`src/cgace_pkg.sv`:
```
// ----------------------------------------------------------------------------
// cgace_pkg: shared definitions for the column group allocator
// Sizes, operation and register select codes, tile-control bits, and the
// structs passed between the sequencer and the data unit.
// ----------------------------------------------------------------------------
package cgace_pkg;

  localparam int COLUMN_COUNT      = 32;
  localparam int COLUMNS_PER_GROUP = 4;
  localparam int BANK_WORDS        = 131072;
  localparam int TILE_COUNT        = COLUMN_COUNT / 2;

  localparam int COL_W  = $clog2(COLUMN_COUNT);
  localparam int TILE_W = 4;
  localparam int END_W  = 8;   // holds rounded start plus 15 groups
  localparam int OP_W   = 2;
  localparam int GRP_W  = 4;
  localparam int BSW_W  = 16;
  localparam int COFF_W = 5;
  localparam int IOSZ_W = 22;
  localparam int DEST_W = 2;
  localparam int SEL_W  = 4;
  localparam int DATA_W = 32;
  localparam int TC_W   = 11;
  localparam int STEP_W = 2;

  localparam logic [DATA_W-1:0] TILE_STRIDE = DATA_W'(2 * BANK_WORDS);
  localparam logic [DATA_W-1:0] BANK_SPAN   = DATA_W'(BANK_WORDS);

  // operations
  localparam logic [OP_W-1:0] OP_ALLOC  = 2'd0;
  localparam logic [OP_W-1:0] OP_INPUT  = 2'd1;
  localparam logic [OP_W-1:0] OP_OUTPUT = 2'd2;
  localparam logic [OP_W-1:0] OP_FINISH = 2'd3;

  // destination lists
  localparam logic [DEST_W-1:0] DEST_BITSTREAM = 2'd0;
  localparam logic [DEST_W-1:0] DEST_IO        = 2'd1;
  localparam logic [DEST_W-1:0] DEST_TILE_CTRL = 2'd2;

  // register selects
  localparam logic [SEL_W-1:0] SEL_PCFG_START = 4'd0;
  localparam logic [SEL_W-1:0] SEL_PCFG_COUNT = 4'd1;
  localparam logic [SEL_W-1:0] SEL_LD_START   = 4'd2;
  localparam logic [SEL_W-1:0] SEL_LD_ITER    = 4'd3;
  localparam logic [SEL_W-1:0] SEL_LD_VALID   = 4'd4;
  localparam logic [SEL_W-1:0] SEL_ST_START   = 4'd5;
  localparam logic [SEL_W-1:0] SEL_ST_WORDS   = 4'd6;
  localparam logic [SEL_W-1:0] SEL_ST_VALID   = 4'd7;
  localparam logic [SEL_W-1:0] SEL_TILE_CTRL  = 4'd8;

  // tile-control bits
  localparam logic [TC_W-1:0] TC_ALLOC  = TC_W'(1 << 10);
  localparam logic [TC_W-1:0] TC_INPUT  = TC_W'((1 << 6) | (1 << 2));
  localparam logic [TC_W-1:0] TC_OUTPUT = TC_W'((1 << 8) | (1 << 5));

  typedef struct packed {
    logic              zero;
    logic              first_in;
    logic [SEL_W-1:0]  sel;
    logic [TILE_W-1:0] tile;
    logic [BSW_W-1:0]  kbsw;
    logic [IOSZ_W-1:0] iosz;
    logic [TC_W-1:0]   entry;
  } dp_ctrl_t;

  typedef struct packed {
    logic              accepted;
    logic              write_valid;
    logic [DEST_W-1:0] destination;
    logic [TILE_W-1:0] target_tile;
    logic [SEL_W-1:0]  register_select;
    logic [DATA_W-1:0] register_data;
    logic              last;
  } result_t;

endpackage

```
`src/cgace_if.sv`:
```
// ----------------------------------------------------------------------------
// cgace_if: request and result channels
// Valid/ready channels; a transaction moves at a clock edge with both high.
// ----------------------------------------------------------------------------
interface cgace_req_if;
  logic                         valid;
  logic                         ready;
  logic [cgace_pkg::OP_W-1:0]   operation;
  logic [cgace_pkg::GRP_W-1:0]  group_count;
  logic [cgace_pkg::BSW_W-1:0]  bitstream_words;
  logic [cgace_pkg::COFF_W-1:0] column_offset;
  logic [cgace_pkg::IOSZ_W-1:0] io_size;

  modport source (output valid, operation, group_count, bitstream_words,
                  column_offset, io_size, input ready);
  modport sink   (input valid, operation, group_count, bitstream_words,
                  column_offset, io_size, output ready);
endinterface

interface cgace_rsp_if;
  logic                         valid;
  logic                         ready;
  logic                         accepted;
  logic                         write_valid;
  logic [cgace_pkg::DEST_W-1:0] destination;
  logic [cgace_pkg::TILE_W-1:0] target_tile;
  logic [cgace_pkg::SEL_W-1:0]  register_select;
  logic [cgace_pkg::DATA_W-1:0] register_data;
  logic                         last;

  modport source (output valid, accepted, write_valid, destination, target_tile,
                  register_select, register_data, last, input ready);
  modport sink   (input valid, accepted, write_valid, destination, target_tile,
                  register_select, register_data, last, output ready);
endinterface

```
`src/column_group_allocator_config_emitter_unit.sv`:
```
// ----------------------------------------------------------------------------
// column_group_allocator_config_emitter_unit: column allocator, write emitter
// Hands out column groups to kernels and emits buffer-tile register writes.
// ----------------------------------------------------------------------------
// Usage:
//   req_i takes one command transaction (allocate, place input, place output,
//   finish); rsp_o returns one transaction per register write, with last set
//   on the final one of a command. A rejected command gives one result with
//   accepted low.
//   Allocate scans the column-used flags one column per cycle up to the first
//   free column, then checks the group range and emits two writes. Place
//   input/output check the column and emit three writes.
//   Finish walks the tiles one per cycle up to the last nonzero entry and
//   emits each nonzero entry as it passes it, waiting while the output is full.
//   Every result value goes through one shared adder, one per unstalled cycle.
//   req_i.ready is high only while the sequencer is idle; the next command is
//   taken while the last result still sits in the output register.
//   A stalled receiver holds the output register and the sequencer waits before its next result.
//   Reset clears all column flags, the tile-control table and kernel state;
//   no clearing pass is needed.
// ----------------------------------------------------------------------------
module column_group_allocator_config_emitter_unit (
  input  logic        clk_i,
  input  logic        rst_ni,
  cgace_req_if.sink   req_i,
  cgace_rsp_if.source rsp_o
);

  localparam logic [2:0] S_IDLE  = 3'd0;
  localparam logic [2:0] S_SCAN  = 3'd1;
  localparam logic [2:0] S_CHECK = 3'd2;
  localparam logic [2:0] S_IOCHK = 3'd3;
  localparam logic [2:0] S_EMIT  = 3'd4;
  localparam logic [2:0] S_FIN   = 3'd5;
  localparam logic [2:0] S_REJ   = 3'd6;

  localparam int CC = cgace_pkg::COLUMN_COUNT;
  localparam int TC = cgace_pkg::TILE_COUNT;

  // sequencer
  logic [2:0] state_q, state_d;
  logic [cgace_pkg::COL_W-1:0]  scan_q, scan_d;
  logic [cgace_pkg::COL_W-1:0]  start_q, start_d;
  logic [cgace_pkg::STEP_W-1:0] step_q, step_d;
  logic [cgace_pkg::TILE_W-1:0] tile_q, tile_d;
  logic first_in_q, first_in_d;

  // captured command
  logic [cgace_pkg::OP_W-1:0]   op_q, op_d;
  logic [cgace_pkg::GRP_W-1:0]  grp_q, grp_d;
  logic [cgace_pkg::BSW_W-1:0]  bsw_q, bsw_d;
  logic [cgace_pkg::COFF_W-1:0] coff_q, coff_d;
  logic [cgace_pkg::IOSZ_W-1:0] iosz_q, iosz_d;

  // allocator state
  logic [CC-1:0] col_used_q, col_used_d;
  logic [TC-1:0] flag_a_q, flag_a_d;
  logic [TC-1:0] flag_i_q, flag_i_d;
  logic [TC-1:0] flag_o_q, flag_o_d;
  logic [cgace_pkg::COL_W-1:0] first_col_q, first_col_d;
  logic active_q, active_d;
  logic seen_q, seen_d;
  logic [cgace_pkg::BSW_W-1:0] kbsw_q, kbsw_d;

  // output register
  logic               out_valid_q;
  cgace_pkg::result_t out_q;
  cgace_pkg::result_t res_meta;
  cgace_pkg::result_t res_load;
  logic               load_out;
  logic               out_free;

  cgace_pkg::dp_ctrl_t          dp;
  logic [cgace_pkg::DATA_W-1:0] dp_data;

  logic                         accept;
  logic [cgace_pkg::END_W-1:0]  rounded;
  logic [cgace_pkg::END_W-1:0]  end_col;
  logic [cgace_pkg::END_W-1:0]  io_col;
  logic [cgace_pkg::TILE_W-1:0] alloc_tile;
  logic [cgace_pkg::TILE_W-1:0] io_tile;
  logic [cgace_pkg::TILE_W-1:0] fin_tile;
  logic [TC-1:0]                nz;
  logic [TC-1:0]                nz_above;
  logic                         fin_last;
  logic [cgace_pkg::TC_W-1:0]   entry;

  assign accept   = req_i.valid && req_i.ready;
  assign out_free = !out_valid_q || rsp_o.ready;
  assign req_i.ready = (state_q == S_IDLE);

  // group rounding and range arithmetic
  assign rounded = cgace_pkg::END_W'(((int'(start_q) + cgace_pkg::COLUMNS_PER_GROUP - 1)
                   / cgace_pkg::COLUMNS_PER_GROUP) * cgace_pkg::COLUMNS_PER_GROUP);
  assign end_col = rounded + cgace_pkg::END_W'(grp_q)
                   * cgace_pkg::END_W'(cgace_pkg::COLUMNS_PER_GROUP);
  assign io_col  = cgace_pkg::END_W'(first_col_q) + cgace_pkg::END_W'(coff_q);
  assign alloc_tile = rounded[cgace_pkg::TILE_W:1];
  assign io_tile    = io_col[cgace_pkg::TILE_W:1];

  // tile-control table, kept as one flag per kind and tile
  assign fin_tile = scan_q[cgace_pkg::TILE_W-1:0];
  assign nz       = flag_a_q | flag_i_q | flag_o_q;
  assign nz_above = nz >> fin_tile;
  assign fin_last = (nz_above[TC-1:1] == '0);
  assign entry    = (flag_a_q[fin_tile] ? cgace_pkg::TC_ALLOC  : '0)
                  | (flag_i_q[fin_tile] ? cgace_pkg::TC_INPUT  : '0)
                  | (flag_o_q[fin_tile] ? cgace_pkg::TC_OUTPUT : '0);

  always_comb begin
    state_d     = state_q;
    scan_d      = scan_q;
    start_d     = start_q;
    step_d      = step_q;
    tile_d      = tile_q;
    first_in_d  = first_in_q;
    op_d        = op_q;
    grp_d       = grp_q;
    bsw_d       = bsw_q;
    coff_d      = coff_q;
    iosz_d      = iosz_q;
    col_used_d  = col_used_q;
    flag_a_d    = flag_a_q;
    flag_i_d    = flag_i_q;
    flag_o_d    = flag_o_q;
    first_col_d = first_col_q;
    active_d    = active_q;
    seen_d      = seen_q;
    kbsw_d      = kbsw_q;
    load_out    = 1'b0;
    res_meta    = '0;
    dp          = '0;
    dp.zero     = 1'b1;
    dp.tile     = tile_q;
    dp.kbsw     = kbsw_q;
    dp.iosz     = iosz_q;
    dp.first_in = first_in_q;
    dp.entry    = entry;

    unique case (state_q)
      S_IDLE: begin
        if (accept) begin
          op_d   = req_i.operation;
          grp_d  = req_i.group_count;
          bsw_d  = req_i.bitstream_words;
          coff_d = req_i.column_offset;
          iosz_d = req_i.io_size;
          scan_d = '0;
          priority if (req_i.operation == cgace_pkg::OP_ALLOC) begin
            state_d = S_SCAN;
          end else if (req_i.operation == cgace_pkg::OP_FINISH) begin
            state_d = S_FIN;
          end else begin
            state_d = S_IOCHK;
          end
        end
      end

      S_SCAN: begin
        // first free column, one per cycle
        if (!col_used_q[scan_q]) begin
          start_d = scan_q;
          state_d = S_CHECK;
        end else if (scan_q == cgace_pkg::COL_W'(CC - 1)) begin
          state_d = S_REJ;
        end else begin
          scan_d = scan_q + cgace_pkg::COL_W'(1);
        end
      end

      S_CHECK: begin
        if (rounded >= cgace_pkg::END_W'(CC) || end_col > cgace_pkg::END_W'(CC)) begin
          state_d = S_REJ;
        end else begin
          for (int i = 0; i < CC; i++) begin
            if (cgace_pkg::END_W'(i) >= rounded && cgace_pkg::END_W'(i) < end_col) begin
              col_used_d[i] = 1'b1;
            end
          end
          first_col_d          = rounded[cgace_pkg::COL_W-1:0];
          active_d             = 1'b1;
          seen_d               = 1'b0;
          kbsw_d               = bsw_q;
          tile_d               = alloc_tile;
          flag_a_d[alloc_tile] = 1'b1;
          step_d               = '0;
          state_d              = S_EMIT;
        end
      end

      S_IOCHK: begin
        if (!active_q || io_col >= cgace_pkg::END_W'(CC)) begin
          state_d = S_REJ;
        end else begin
          tile_d  = io_tile;
          step_d  = '0;
          state_d = S_EMIT;
          if (op_q == cgace_pkg::OP_INPUT) begin
            first_in_d        = !seen_q;
            seen_d            = 1'b1;
            flag_i_d[io_tile] = 1'b1;
          end else begin
            flag_o_d[io_tile] = 1'b1;
          end
        end
      end

      S_EMIT: begin
        if (out_free) begin
          load_out             = 1'b1;
          dp.zero              = 1'b0;
          res_meta.accepted    = 1'b1;
          res_meta.write_valid = 1'b1;
          res_meta.target_tile = tile_q;
          if (op_q == cgace_pkg::OP_ALLOC) begin
            res_meta.destination = cgace_pkg::DEST_BITSTREAM;
            dp.sel = (step_q == '0) ? cgace_pkg::SEL_PCFG_START : cgace_pkg::SEL_PCFG_COUNT;
            res_meta.last = (step_q != '0);
          end else begin
            res_meta.destination = cgace_pkg::DEST_IO;
            res_meta.last        = (step_q == cgace_pkg::STEP_W'(2));
            unique case (step_q)
              2'd0: dp.sel = (op_q == cgace_pkg::OP_INPUT) ? cgace_pkg::SEL_LD_START
                                                            : cgace_pkg::SEL_ST_START;
              2'd1: dp.sel = (op_q == cgace_pkg::OP_INPUT) ? cgace_pkg::SEL_LD_ITER
                                                            : cgace_pkg::SEL_ST_WORDS;
              default: dp.sel = (op_q == cgace_pkg::OP_INPUT) ? cgace_pkg::SEL_LD_VALID
                                                               : cgace_pkg::SEL_ST_VALID;
            endcase
          end
          res_meta.register_select = dp.sel;
          if (res_meta.last) begin
            state_d = S_IDLE;
          end else begin
            step_d = step_q + cgace_pkg::STEP_W'(1);
          end
        end
      end

      S_FIN: begin
        // walk tiles; empty table gives a single no-write result
        priority if (nz == '0) begin
          if (out_free) begin
            load_out          = 1'b1;
            res_meta.accepted = 1'b1;
            res_meta.last     = 1'b1;
            state_d           = S_IDLE;
          end
        end else if (!nz[fin_tile]) begin
          scan_d = scan_q + cgace_pkg::COL_W'(1);
        end else if (out_free) begin
          load_out                 = 1'b1;
          dp.zero                  = 1'b0;
          dp.sel                   = cgace_pkg::SEL_TILE_CTRL;
          res_meta.accepted        = 1'b1;
          res_meta.write_valid     = 1'b1;
          res_meta.destination     = cgace_pkg::DEST_TILE_CTRL;
          res_meta.target_tile     = fin_tile;
          res_meta.register_select = cgace_pkg::SEL_TILE_CTRL;
          res_meta.last            = fin_last;
          if (fin_last) begin
            state_d = S_IDLE;
          end else begin
            scan_d = scan_q + cgace_pkg::COL_W'(1);
          end
        end
      end

      S_REJ: begin
        if (out_free) begin
          load_out      = 1'b1;
          res_meta.last = 1'b1;
          state_d       = S_IDLE;
        end
      end

      default: state_d = S_IDLE;
    endcase
  end

  cgace_datapath u_datapath (
    .ctrl_i (dp),
    .data_o (dp_data)
  );

  always_comb begin
    res_load               = res_meta;
    res_load.register_data = dp_data;
  end

  always_ff @(posedge clk_i or negedge rst_ni) begin
    if (!rst_ni) begin
      state_q     <= S_IDLE;
      scan_q      <= '0;
      start_q     <= '0;
      step_q      <= '0;
      tile_q      <= '0;
      first_in_q  <= 1'b0;
      col_used_q  <= '0;
      flag_a_q    <= '0;
      flag_i_q    <= '0;
      flag_o_q    <= '0;
      first_col_q <= '0;
      active_q    <= 1'b0;
      seen_q      <= 1'b0;
      kbsw_q      <= '0;
      out_valid_q <= 1'b0;
    end else begin
      state_q     <= state_d;
      scan_q      <= scan_d;
      start_q     <= start_d;
      step_q      <= step_d;
      tile_q      <= tile_d;
      first_in_q  <= first_in_d;
      col_used_q  <= col_used_d;
      flag_a_q    <= flag_a_d;
      flag_i_q    <= flag_i_d;
      flag_o_q    <= flag_o_d;
      first_col_q <= first_col_d;
      active_q    <= active_d;
      seen_q      <= seen_d;
      kbsw_q      <= kbsw_d;
      if (load_out) begin
        out_valid_q <= 1'b1;
      end else if (rsp_o.ready) begin
        out_valid_q <= 1'b0;
      end
    end
  end

  // payload registers, no reset
  always_ff @(posedge clk_i) begin
    op_q   <= op_d;
    grp_q  <= grp_d;
    bsw_q  <= bsw_d;
    coff_q <= coff_d;
    iosz_q <= iosz_d;
    if (load_out) begin
      out_q <= res_load;
    end
  end

  assign rsp_o.valid           = out_valid_q;
  assign rsp_o.accepted        = out_q.accepted;
  assign rsp_o.write_valid     = out_q.write_valid;
  assign rsp_o.destination     = out_q.destination;
  assign rsp_o.target_tile     = out_q.target_tile;
  assign rsp_o.register_select = out_q.register_select;
  assign rsp_o.register_data   = out_q.register_data;
  assign rsp_o.last            = out_q.last;

  // a taken command blocks the request channel on the next cycle
  a_busy_after_accept: assert property (@(posedge clk_i) disable iff (!rst_ni)
    accept |=> !req_i.ready)
    else $error("request taken while a command is in progress");

  // columns are never freed
  a_cols_monotonic: assert property (@(posedge clk_i) disable iff (!rst_ni)
    1'b1 |=> (($past(col_used_q) & ~col_used_q) == '0))
    else $error("column used flag cleared");

  // a rejection carries no write and closes the command
  a_reject_shape: assert property (@(posedge clk_i) disable iff (!rst_ni)
    (rsp_o.valid && !rsp_o.accepted) |-> (!rsp_o.write_valid && rsp_o.last))
    else $error("malformed rejection result");

  // input tracking only exists under an active kernel
  a_seen_needs_kernel: assert property (@(posedge clk_i) disable iff (!rst_ni)
    seen_q |-> active_q)
    else $error("input seen without active kernel");

  // results come only from a working sequencer
  a_load_not_idle: assert property (@(posedge clk_i) disable iff (!rst_ni)
    load_out |-> (state_q != S_IDLE))
    else $error("result loaded while idle");

endmodule

```
`src/cgace_datapath.sv`:
```
// ----------------------------------------------------------------------------
// cgace_datapath: shared register-value unit
// One 32-bit adder whose operands are picked by the register select.
// ----------------------------------------------------------------------------
module cgace_datapath (
  input  cgace_pkg::dp_ctrl_t          ctrl_i,
  output logic [cgace_pkg::DATA_W-1:0] data_o
);

  logic [cgace_pkg::DATA_W-1:0] base;
  logic [cgace_pkg::DATA_W-1:0] op_a;
  logic [cgace_pkg::DATA_W-1:0] op_b;

  assign base = cgace_pkg::DATA_W'(ctrl_i.tile) * cgace_pkg::TILE_STRIDE;

  always_comb begin
    op_a = '0;
    op_b = '0;
    if (!ctrl_i.zero) begin
      unique case (ctrl_i.sel)
        cgace_pkg::SEL_PCFG_START: op_a = base;
        cgace_pkg::SEL_PCFG_COUNT: op_b = cgace_pkg::DATA_W'(ctrl_i.kbsw);
        cgace_pkg::SEL_LD_START: begin
          op_a = base;
          if (ctrl_i.first_in) op_b = cgace_pkg::DATA_W'(ctrl_i.kbsw) << 3;
        end
        cgace_pkg::SEL_LD_ITER: begin
          op_a = {ctrl_i.iosz, 10'b0};
          op_b = cgace_pkg::DATA_W'(1);
        end
        cgace_pkg::SEL_LD_VALID,
        cgace_pkg::SEL_ST_VALID: op_b = cgace_pkg::DATA_W'(1);
        cgace_pkg::SEL_ST_START: begin
          op_a = base;
          op_b = cgace_pkg::BANK_SPAN;
        end
        cgace_pkg::SEL_ST_WORDS:  op_b = cgace_pkg::DATA_W'(ctrl_i.iosz);
        cgace_pkg::SEL_TILE_CTRL: op_b = cgace_pkg::DATA_W'(ctrl_i.entry);
        default: ;
      endcase
    end
  end

  assign data_o = op_a + op_b;

endmodule
```
`src/flat_wrapper.sv`:
```
// flat-port wrapper written by rule: the top's interface ports become plain ports
module column_group_allocator_config_emitter_unit_flat 
  (clk_i, rst_ni, req_i_valid, req_i_operation, req_i_group_count, req_i_bitstream_words, req_i_column_offset, req_i_io_size, req_i_ready, rsp_o_valid, rsp_o_accepted, rsp_o_write_valid, rsp_o_destination, rsp_o_target_tile, rsp_o_register_select, rsp_o_register_data, rsp_o_last, rsp_o_ready);
  cgace_req_if req_i_i ();
  cgace_rsp_if rsp_o_i ();
  input  logic clk_i;
  input  logic rst_ni;
  input wire logic [$bits(req_i_i.valid)-1:0] req_i_valid;
  input wire logic [$bits(req_i_i.operation)-1:0] req_i_operation;
  input wire logic [$bits(req_i_i.group_count)-1:0] req_i_group_count;
  input wire logic [$bits(req_i_i.bitstream_words)-1:0] req_i_bitstream_words;
  input wire logic [$bits(req_i_i.column_offset)-1:0] req_i_column_offset;
  input wire logic [$bits(req_i_i.io_size)-1:0] req_i_io_size;
  output wire logic [$bits(req_i_i.ready)-1:0] req_i_ready;
  output wire logic [$bits(rsp_o_i.valid)-1:0] rsp_o_valid;
  output wire logic [$bits(rsp_o_i.accepted)-1:0] rsp_o_accepted;
  output wire logic [$bits(rsp_o_i.write_valid)-1:0] rsp_o_write_valid;
  output wire logic [$bits(rsp_o_i.destination)-1:0] rsp_o_destination;
  output wire logic [$bits(rsp_o_i.target_tile)-1:0] rsp_o_target_tile;
  output wire logic [$bits(rsp_o_i.register_select)-1:0] rsp_o_register_select;
  output wire logic [$bits(rsp_o_i.register_data)-1:0] rsp_o_register_data;
  output wire logic [$bits(rsp_o_i.last)-1:0] rsp_o_last;
  input wire logic [$bits(rsp_o_i.ready)-1:0] rsp_o_ready;
  assign req_i_i.valid = req_i_valid;
  assign req_i_i.operation = req_i_operation;
  assign req_i_i.group_count = req_i_group_count;
  assign req_i_i.bitstream_words = req_i_bitstream_words;
  assign req_i_i.column_offset = req_i_column_offset;
  assign req_i_i.io_size = req_i_io_size;
  assign req_i_ready = req_i_i.ready;
  assign rsp_o_valid = rsp_o_i.valid;
  assign rsp_o_accepted = rsp_o_i.accepted;
  assign rsp_o_write_valid = rsp_o_i.write_valid;
  assign rsp_o_destination = rsp_o_i.destination;
  assign rsp_o_target_tile = rsp_o_i.target_tile;
  assign rsp_o_register_select = rsp_o_i.register_select;
  assign rsp_o_register_data = rsp_o_i.register_data;
  assign rsp_o_last = rsp_o_i.last;
  assign rsp_o_i.ready = rsp_o_ready;
  column_group_allocator_config_emitter_unit u_core (.clk_i(clk_i), .rst_ni(rst_ni), .req_i(req_i_i), .rsp_o(rsp_o_i));
endmodule
```
`config.mk`:
```
export PLATFORM = sky130hd
export DESIGN_NAME = column_group_allocator_config_emitter_unit_flat
export DESIGN_NICKNAME = d
export VERILOG_FILES = /design/src/cgace_pkg.sv /design/src/cgace_if.sv /design/src/column_group_allocator_config_emitter_unit.sv /design/src/cgace_datapath.sv /design/src/flat_wrapper.sv
export SDC_FILE = /design/constraint.sdc
export NUM_CORES = 1
export LEC_CHECK = 0
export ABC_AREA = 1
export BUFFER_PORTS_ARGS = -buffer_cell sky130_fd_sc_hd__buf_4
export CORE_UTILIZATION = 55
export CTS_CLUSTER_DIAMETER = 200
export DETAILED_ROUTE_END_ITERATION = 10
export PLACE_DENSITY = 0.86
export SLEW_MARGIN = 20
export SYNTH_ARGS = -nofsm -noshare
export SYNTH_HDL_FRONTEND = slang
export SYNTH_SLANG_ARGS = --single-unit
```
`constraint.sdc`:
```
create_clock -name clk_i -period 5.8 [get_ports clk_i]
set_clock_uncertainty 0.2 [all_clocks]
set_input_delay 0.29 -clock clk_i [delete_from_list [all_inputs] [get_ports clk_i]]
set_output_delay 0.29 -clock clk_i [all_outputs]
set_load 0.02 [all_outputs]
```
# ---- Yosys cells after proc, flatten, opt, wreduce, memory -nomap -nowiden
# Index checks and enable logic that the tools add are counted.
# W data, S select, Z words.
dict set report totals {
  out_inout_bits 47
  word_cells 379
  ff_bits 216
}
dict set report op_classes {
  reduce_logical 99
  addsub 8
  n_lt_le_gt_ge 73
  bitwise 12
  muxes 93
  eq_ne 35
  shift 1
}
# operator count
set ops {}
lappend ops {{$pmux W22 S6} 1}
lappend ops {{$ge A5 B8 Y1 const A} 16}
lappend ops {{$lt A5 B8 Y1 const A} 16}
lappend ops {{$reduce_and A3 Y1} 35}
lappend ops {{$ge A4 B8 Y1 const A} 8}
lappend ops {{$lt A4 B8 Y1 const A} 8}
lappend ops {{$or A16 B16 Y16} 4}
lappend ops {{$pmux W32 S2} 1}
lappend ops {{$mux W3} 14}
lappend ops {{$mux W12} 3}
lappend ops {{$logic_and A1 B1 Y1} 35}
lappend ops {{$mux W5} 7}
lappend ops {{$add A32 B32 Y32} 1}
lappend ops {{$ge A3 B8 Y1 const A} 4}
lappend ops {{$lt A3 B8 Y1 const A} 4}
lappend ops {{$mux W32} 1}
lappend ops {{$mux W1} 28}
lappend ops {{$mux W4} 7}
lappend ops {{$pmux W12 S2} 1}
lappend ops {{$pmux W4 S2} 3}
lappend ops {{$mux W11} 2}
lappend ops {{$mux W22} 1}
lappend ops {{$or A11 B11 Y11} 2}
lappend ops {{$pmux W3 S7} 1}
lappend ops {{other kinds (62)} 118}

# ---- Depth between registers and ports, before layout
dict set report logic_depth {
  word_depth 12
  ltp_mapped 30
  ltp_nobuf 28
}

# ---- Hierarchy
# A second synthesis with hierarchy kept.
dict set report unflattened {
  cells_unflattened 1181
  hier_area_um2 10078.4
}
# module cells_each area_each_um2 n_inst
set modules_own_cells {}
lappend modules_own_cells {column_group_allocator_config_emitter_unit 833 8306.7 1}
lappend modules_own_cells {cgace_datapath 348 1771.7 1}

# ---- Worst setup path before layout
# OpenSTA, ideal clock, no wires.
dict set report synth_path {
  path_kind {register -> register}
  start {register u_core.out_valid_q (netlist: u_core.rsp_o.valid)}
  end {register u_core.out_q (netlist bit u_core.rsp_o.register_data[27]) (data pin)}
  n_path_buf 1
  setup_time_ns 0.254
  arrival_time_ns 3.480
  stages_incl_launch_ff 24
  setup_slack_ns 1.866
  t_required_ns 5.346
  cell_sequence {dfrtp_1 inv_1 nor2_1 inv_2 nand2_4 nor2_8 nand2_2 inv_1 nand2_1 clkbuf_1 o211ai_1 ha_1 nand3_1 nand2_1 a21oi_1 o21ai_0 inv_1 o21ai_0 nand2_1 inv_1 o21ai_2 nor2_4 xor2_1 inv_1}
}
# item line
set synth_rtl {}
lappend synth_rtl {{start: declaration} column_group_allocator_config_emitter_unit.sv:66} ;# logic out_valid_q;
lappend synth_rtl {{start signal: assignment} column_group_allocator_config_emitter_unit.sv:307} ;# out_valid_q <= 1'b0;
lappend synth_rtl {{start signal: assignment} column_group_allocator_config_emitter_unit.sv:324} ;# out_valid_q <= 1'b1;
lappend synth_rtl {{start signal: assignment} column_group_allocator_config_emitter_unit.sv:326} ;# out_valid_q <= 1'b0;
lappend synth_rtl {{end signal: assignment} column_group_allocator_config_emitter_unit.sv:339} ;# out_q <= res_load;
lappend synth_rtl {{end: declaration} column_group_allocator_config_emitter_unit.sv:67} ;# cgace_pkg::result_t out_q;

# ---- Worst setup path after layout
dict set report layout_path {
  start {register u_core.scan_q[0] (netlist bit)}
  end {register u_core.out_q (netlist bit u_core.rsp_o.register_data[27]) (data pin)}
}
dict set report layout_via {
  elab_chain_cells 10
}
# item line
set layout_rtl {}
lappend layout_rtl {{start: declaration} column_group_allocator_config_emitter_unit.sv:42} ;# logic [cgace_pkg::COL_W-1:0] scan_q, scan_d;
lappend layout_rtl {{start signal: assignment} column_group_allocator_config_emitter_unit.sv:310} ;# scan_q <= scan_d;
lappend layout_rtl {{$bmux W1 S4} column_group_allocator_config_emitter_unit.sv:249} ;# end else if (!nz[fin_tile]) begin
lappend layout_rtl {{$mux W1 (not written as such)} column_group_allocator_config_emitter_unit.sv:249}
lappend layout_rtl {{$mux W4} column_group_allocator_config_emitter_unit.sv:249}
lappend layout_rtl {{$mux W4} column_group_allocator_config_emitter_unit.sv:242} ;# priority if (nz == '0) begin
lappend layout_rtl {{$pmux W4 S2} column_group_allocator_config_emitter_unit.sv:140} ;# unique case (state_q)
lappend layout_rtl {{$eq A4 B3 Y1, or another cell as far along} cgace_datapath.sv:20} ;# unique case (ctrl_i.sel)
lappend layout_rtl {{$reduce_or A3 Y1 (no source line)} n/a}
lappend layout_rtl {{$pmux W22 S6 / $pmux W32 S2 (equally long branches)} cgace_datapath.sv:20}
lappend layout_rtl {{$mux W22 / $mux W32 (equally long branches)} cgace_datapath.sv:19} ;# if (!ctrl_i.zero) begin
lappend layout_rtl {{$add A32 B32 Y32 *} cgace_datapath.sv:44} ;# assign data_o = op_a + op_b;
lappend layout_rtl {{net u_core.dp_data, one bit} column_group_allocator_config_emitter_unit.sv:74} ;# logic [cgace_pkg::DATA_W-1:0] dp_data;
# Mark *: on every way through the listed nets, which the timed path passes. The rest lies on a longest branch. The select of a mux whose other input is x is not followed.
# A chain may end at the register's enable or synchronous reset.

==> impl_metrics.csv <==
group,metric,value,unit
yosys,synth-edff-count,92,
yosys,synth.area.top_cells,"edfxtp_1 29%, dfrtp_1 25%, nand2_1 9.5%",
die,ios,100,
detailed_routing,drt_pass1_iterations,9,
pwr,fin_total_pwr,5.21,mW
place,dp_hpwl,17.0,mm
global_route,overflow,0,
detailed_routing,post_drt_wl_per_cell,17.5,µm
finish,nets,1298,
pwr,switching_power,2.12,mW
pwr,combinationalPowerShare,36.8,%
pwr,p_int,3.08,mW
sta,finalCritPeriodShare,86.5,%
critical_path,crit_path_max_fanout,17,
die,dieArea,18000,µm²
yosys,yosys_warnings,0,
place,io_buffers,98,
place,pre_cts_ws,0.978,ns
clock_tree,cts.path.max_buffers,2,
finish,nFillCells,1211,
sta,finalWorstSetupSlack,0.783,ns
clock_tree,cts_sinks,188,
min_path,hp-class,"in -> reg",
detailed_routing,postRouteAntennaNets,0,
sta,relSlewSlack,30.6,%
pwr,power_density,446,nW/µm²
sta,slew_viol_final,0,
clock_tree,clk_pin_slew_worst_paths,0.07,ns
yosys,synth-compound-area-share,12.7,%
yosys,synth_top_area_share,28.8,%
global_route,grt_max_degree,60,
sta,fmax,0.199,GHz
die,die_y,134,µm
yosys,synthMuxAreaShare,0,%
sta,rsz0062_at_grt,"false",
yosys,yosys.area_share.simple,20.7,%
finish,final_common_cell,"nand2_1",
clock_tree,post_cts_buffers,0,
detailed_routing,dr.max_layer_used,"met4",
sta,setup_violations,0,
pwr,leakagePower,5.29,nW
detailed_routing,finalWirelength,25.4,mm
critical_path,worst_setup_path_end_kind,"register",
yosys,async_flop_share,51.1,%
clock_tree,cts_tree,"done",
detailed_routing,dr_wl_met3,2.33,mm
die,fp.coreArea,16800,µm²
die,rows,47,
yosys,synth_area_per_cell,8.98,µm²
job,max_cap_violations,0,
global_route,grt_pass1_wl,39.6,mm
detailed_routing,route.met2.wl,11.9,mm
yosys,yosysUniqueCellTypes,53,
yosys,netlist.top_cell.by_area,"edfxtp_1",
global_route,grt_pass1_vias,7750,
clock_tree,cts-root-buf,"clkbuf_16",
pwr,p_seq_share,40.3,%
yosys,ys.flop_type,"dfrtp_1",
pwr,clockPowerShare,22.9,%
finish,postLayoutCoreUtil,69.4,%
finish,insertedDiodeCount,0,
detailed_routing,wl_met1,10.3,mm
place,place.gp.congestion,0.899,
finish,layout_common_cells,"243 x nand2_1, 137 x inv_1, 108 x buf_4, 102 x nor2_1, 96 x dfrtp_1",
yosys,synth_cells,1069,
pwr,swShare,40.8,%
sta,fin_setup_tns,0,ns
detailed_routing,drcViolationCount,0,
critical_path,crit_arrival,5.02,ns
clock_tree,worstSkewPairLatency,0.45,ns
sta,holdWs,0.126,ns
detailed_routing,via_count,8327,
detailed_routing,viasPerCell,5.74,
yosys,synthXorXnorAreaFrac,1.82,%
die,die_x,134,µm
finish,area_delta_synth_final,21.6,%
global_route,grtUsageTotal,29.0,%
yosys,ys_seq_area_share,53.8,%
sta,tightest_slew,1.04,ns
critical_path,critical_path_class,"reg -> reg",
sta,hold_viol_final,0,
yosys,synth_top_family_by_area,"simple AND/OR/NAND/NOR gates",
status,status,"finished clean",
yosys,synth_fp_nets,1149,
finish,drive_gt1_share,14.8,%
critical_path,slowest_delay,0.67,ns
clock_tree,cts_made_buffers,17,
yosys,synth_fa_ha_area_share,3.75,%
critical_path,worstPathRequired,5.80,ns
detailed_routing,drtIter0Drc,1213,
yosys,synth_area,9600,µm²
die,start_util,57.1,%
critical_path,critPathSlowestCell,"dfrtp_1",
clock_tree,h-tree-depth,4,
sta,min_period,5.02,ns
global_route,antenna_found_initial,0,
pwr,ir_drop,0.276,mV
critical_path,critPathLaunchType,"register",
yosys,ys_ff_latch,188,
==> power groups by stage <==
| stage | logic [mW] | registers [mW] | clock network, mW |
|---|---|---|---|
| 3_3_place_gp | 1.77 | 2.09 | 0 |
| 5_1_grt | 2.08 | 2.13 | 1.24 |
| 4_1_cts | 1.87 | 2.09 | 1.18 |
| 6_report | 1.91 | 2.10 | 1.19 |
| 3_5_place_dp | 1.83 | 2.11 | 0 |
| 2_1_floorplan | 1.14 | 2.18 | 0 |
==> worst paths after layout <==
kind | from | endpoint | slack (ns) | cells past startpoint
min | rsp_o_ready | u_core.state_q[2] | 0.13 | 5
max reg2reg | u_core.scan_q[0] | u_core.rsp_o.register_data[27] | 0.78 | 25
max in group asynchronous | rst_ni | u_core.state_q[1] | 4.13 | 3
min reg2reg | u_core.col_used_q[31] | u_core.col_used_q[31] | 0.25 | 2
max | u_core.scan_q[0] | u_core.rsp_o.register_data[27] | 0.78 | 25
min in group asynchronous | rst_ni | u_core.col_used_q[0] | 0.15 | 2
==> logic make-up (layout without fill, tap and decap cells) <==
family	after synthesis	count (layout)
flip-flops	188	188
buffers and inverters	178	340
adder cells (fa/ha/maj)	27	27
XOR/XNOR	20	20
AO/OA/AOI/OAI	201	201
AND/OR/NAND/NOR	455	455
==> flip-flops by register name, summed over array words and instances, names as in the netlist, 5 cells and up <==
register and cells:
u_core.bsw_q 16, u_core.col_used_q 14, u_core.flag_a_q 8, u_core.flag_i_q 16
u_core.flag_o_q 16, u_core.iosz_q 22, u_core.kbsw_q 16, u_core.rsp_o.register_data 32
u_core.scan_q 5, u_core.start_q 5
==> layer usage <==
layer / up-vias / GRT usage (%)
li1: 3871 / -
met1: 3847 / 39.2
met2: 522 / 46.4
met3: 87 / 4.88
met4: 0 / 12.8
met5: - / 0
==> what timing repair did <==
action,CTS,global route
gates resized for setup,0,0
hold buffers,49,0
endpoints found under the hold margin,85,0
==> worst max-delay path, delay by kind of cell (launching register included) <==
kind                     cells  cell delay (ns)
AO/OA/AOI/OAI                5             1.20
XOR/XNOR                     1             0.15
adder cells (fa/ha/maj)      1             0.28
buffers and inverters        6             0.86
flip-flops                   1             0.67
AND/OR/NAND/NOR             12             1.42
==> final cells by class <==
type                       count  area (µm²)  area share (%)
timing repair buffer         157        1300            11.2
clock buffer                  20         468            4.01
clock inverter                12         138            1.18
inverter                     151         568            4.87
tap                          220         275            2.36
multi-input combinational    703        3750            32.2
sequential                   188        5160            44.3
==> per-stage QoR <==
stage	instances	area [µm²]
2_1_floorplan	1069	9600
3_3_place_gp	1370	10600
3_5_place_dp	1370	10600
4_1_cts	1451	11700
5_1_grt	1451	11700
6_report	1451	11700
==> cells in the mapped netlist (2+ instances only) <==
| cell type | count |
|---|---|
| a211oi_1 | 6 |
| a21oi_1 | 40 |
| a22oi_1 | 2 |
| a31oi_1 | 2 |
| buf_1 | 3 |
| buf_2 | 5 |
| buf_4 | 4 |
| clkbuf_1 | 15 |
| clkinv_1 | 2 |
| dfrtp_1 | 96 |
| edfxtp_1 | 92 |
| fa_1 | 3 |
| ha_1 | 24 |
| inv_1 | 137 |
| inv_2 | 11 |
| nand2_1 | 244 |
| nand2_2 | 5 |
| nand3_1 | 57 |
| nand4_1 | 13 |
| nand4_2 | 2 |
| nor2_1 | 103 |
| nor2_2 | 4 |
| nor2_4 | 5 |
| nor3_1 | 8 |
| nor3_2 | 3 |
| o2111ai_1 | 9 |
| o211ai_1 | 24 |
| o21ai_0 | 74 |
| o21ai_1 | 11 |
| o21bai_1 | 13 |
| o221ai_1 | 4 |
| o22ai_1 | 5 |
| o31ai_1 | 4 |
| or2_2 | 2 |
| xnor2_1 | 7 |
| xor2_1 | 13 |
No activity file was read; power rests on OpenSTA's default activity.
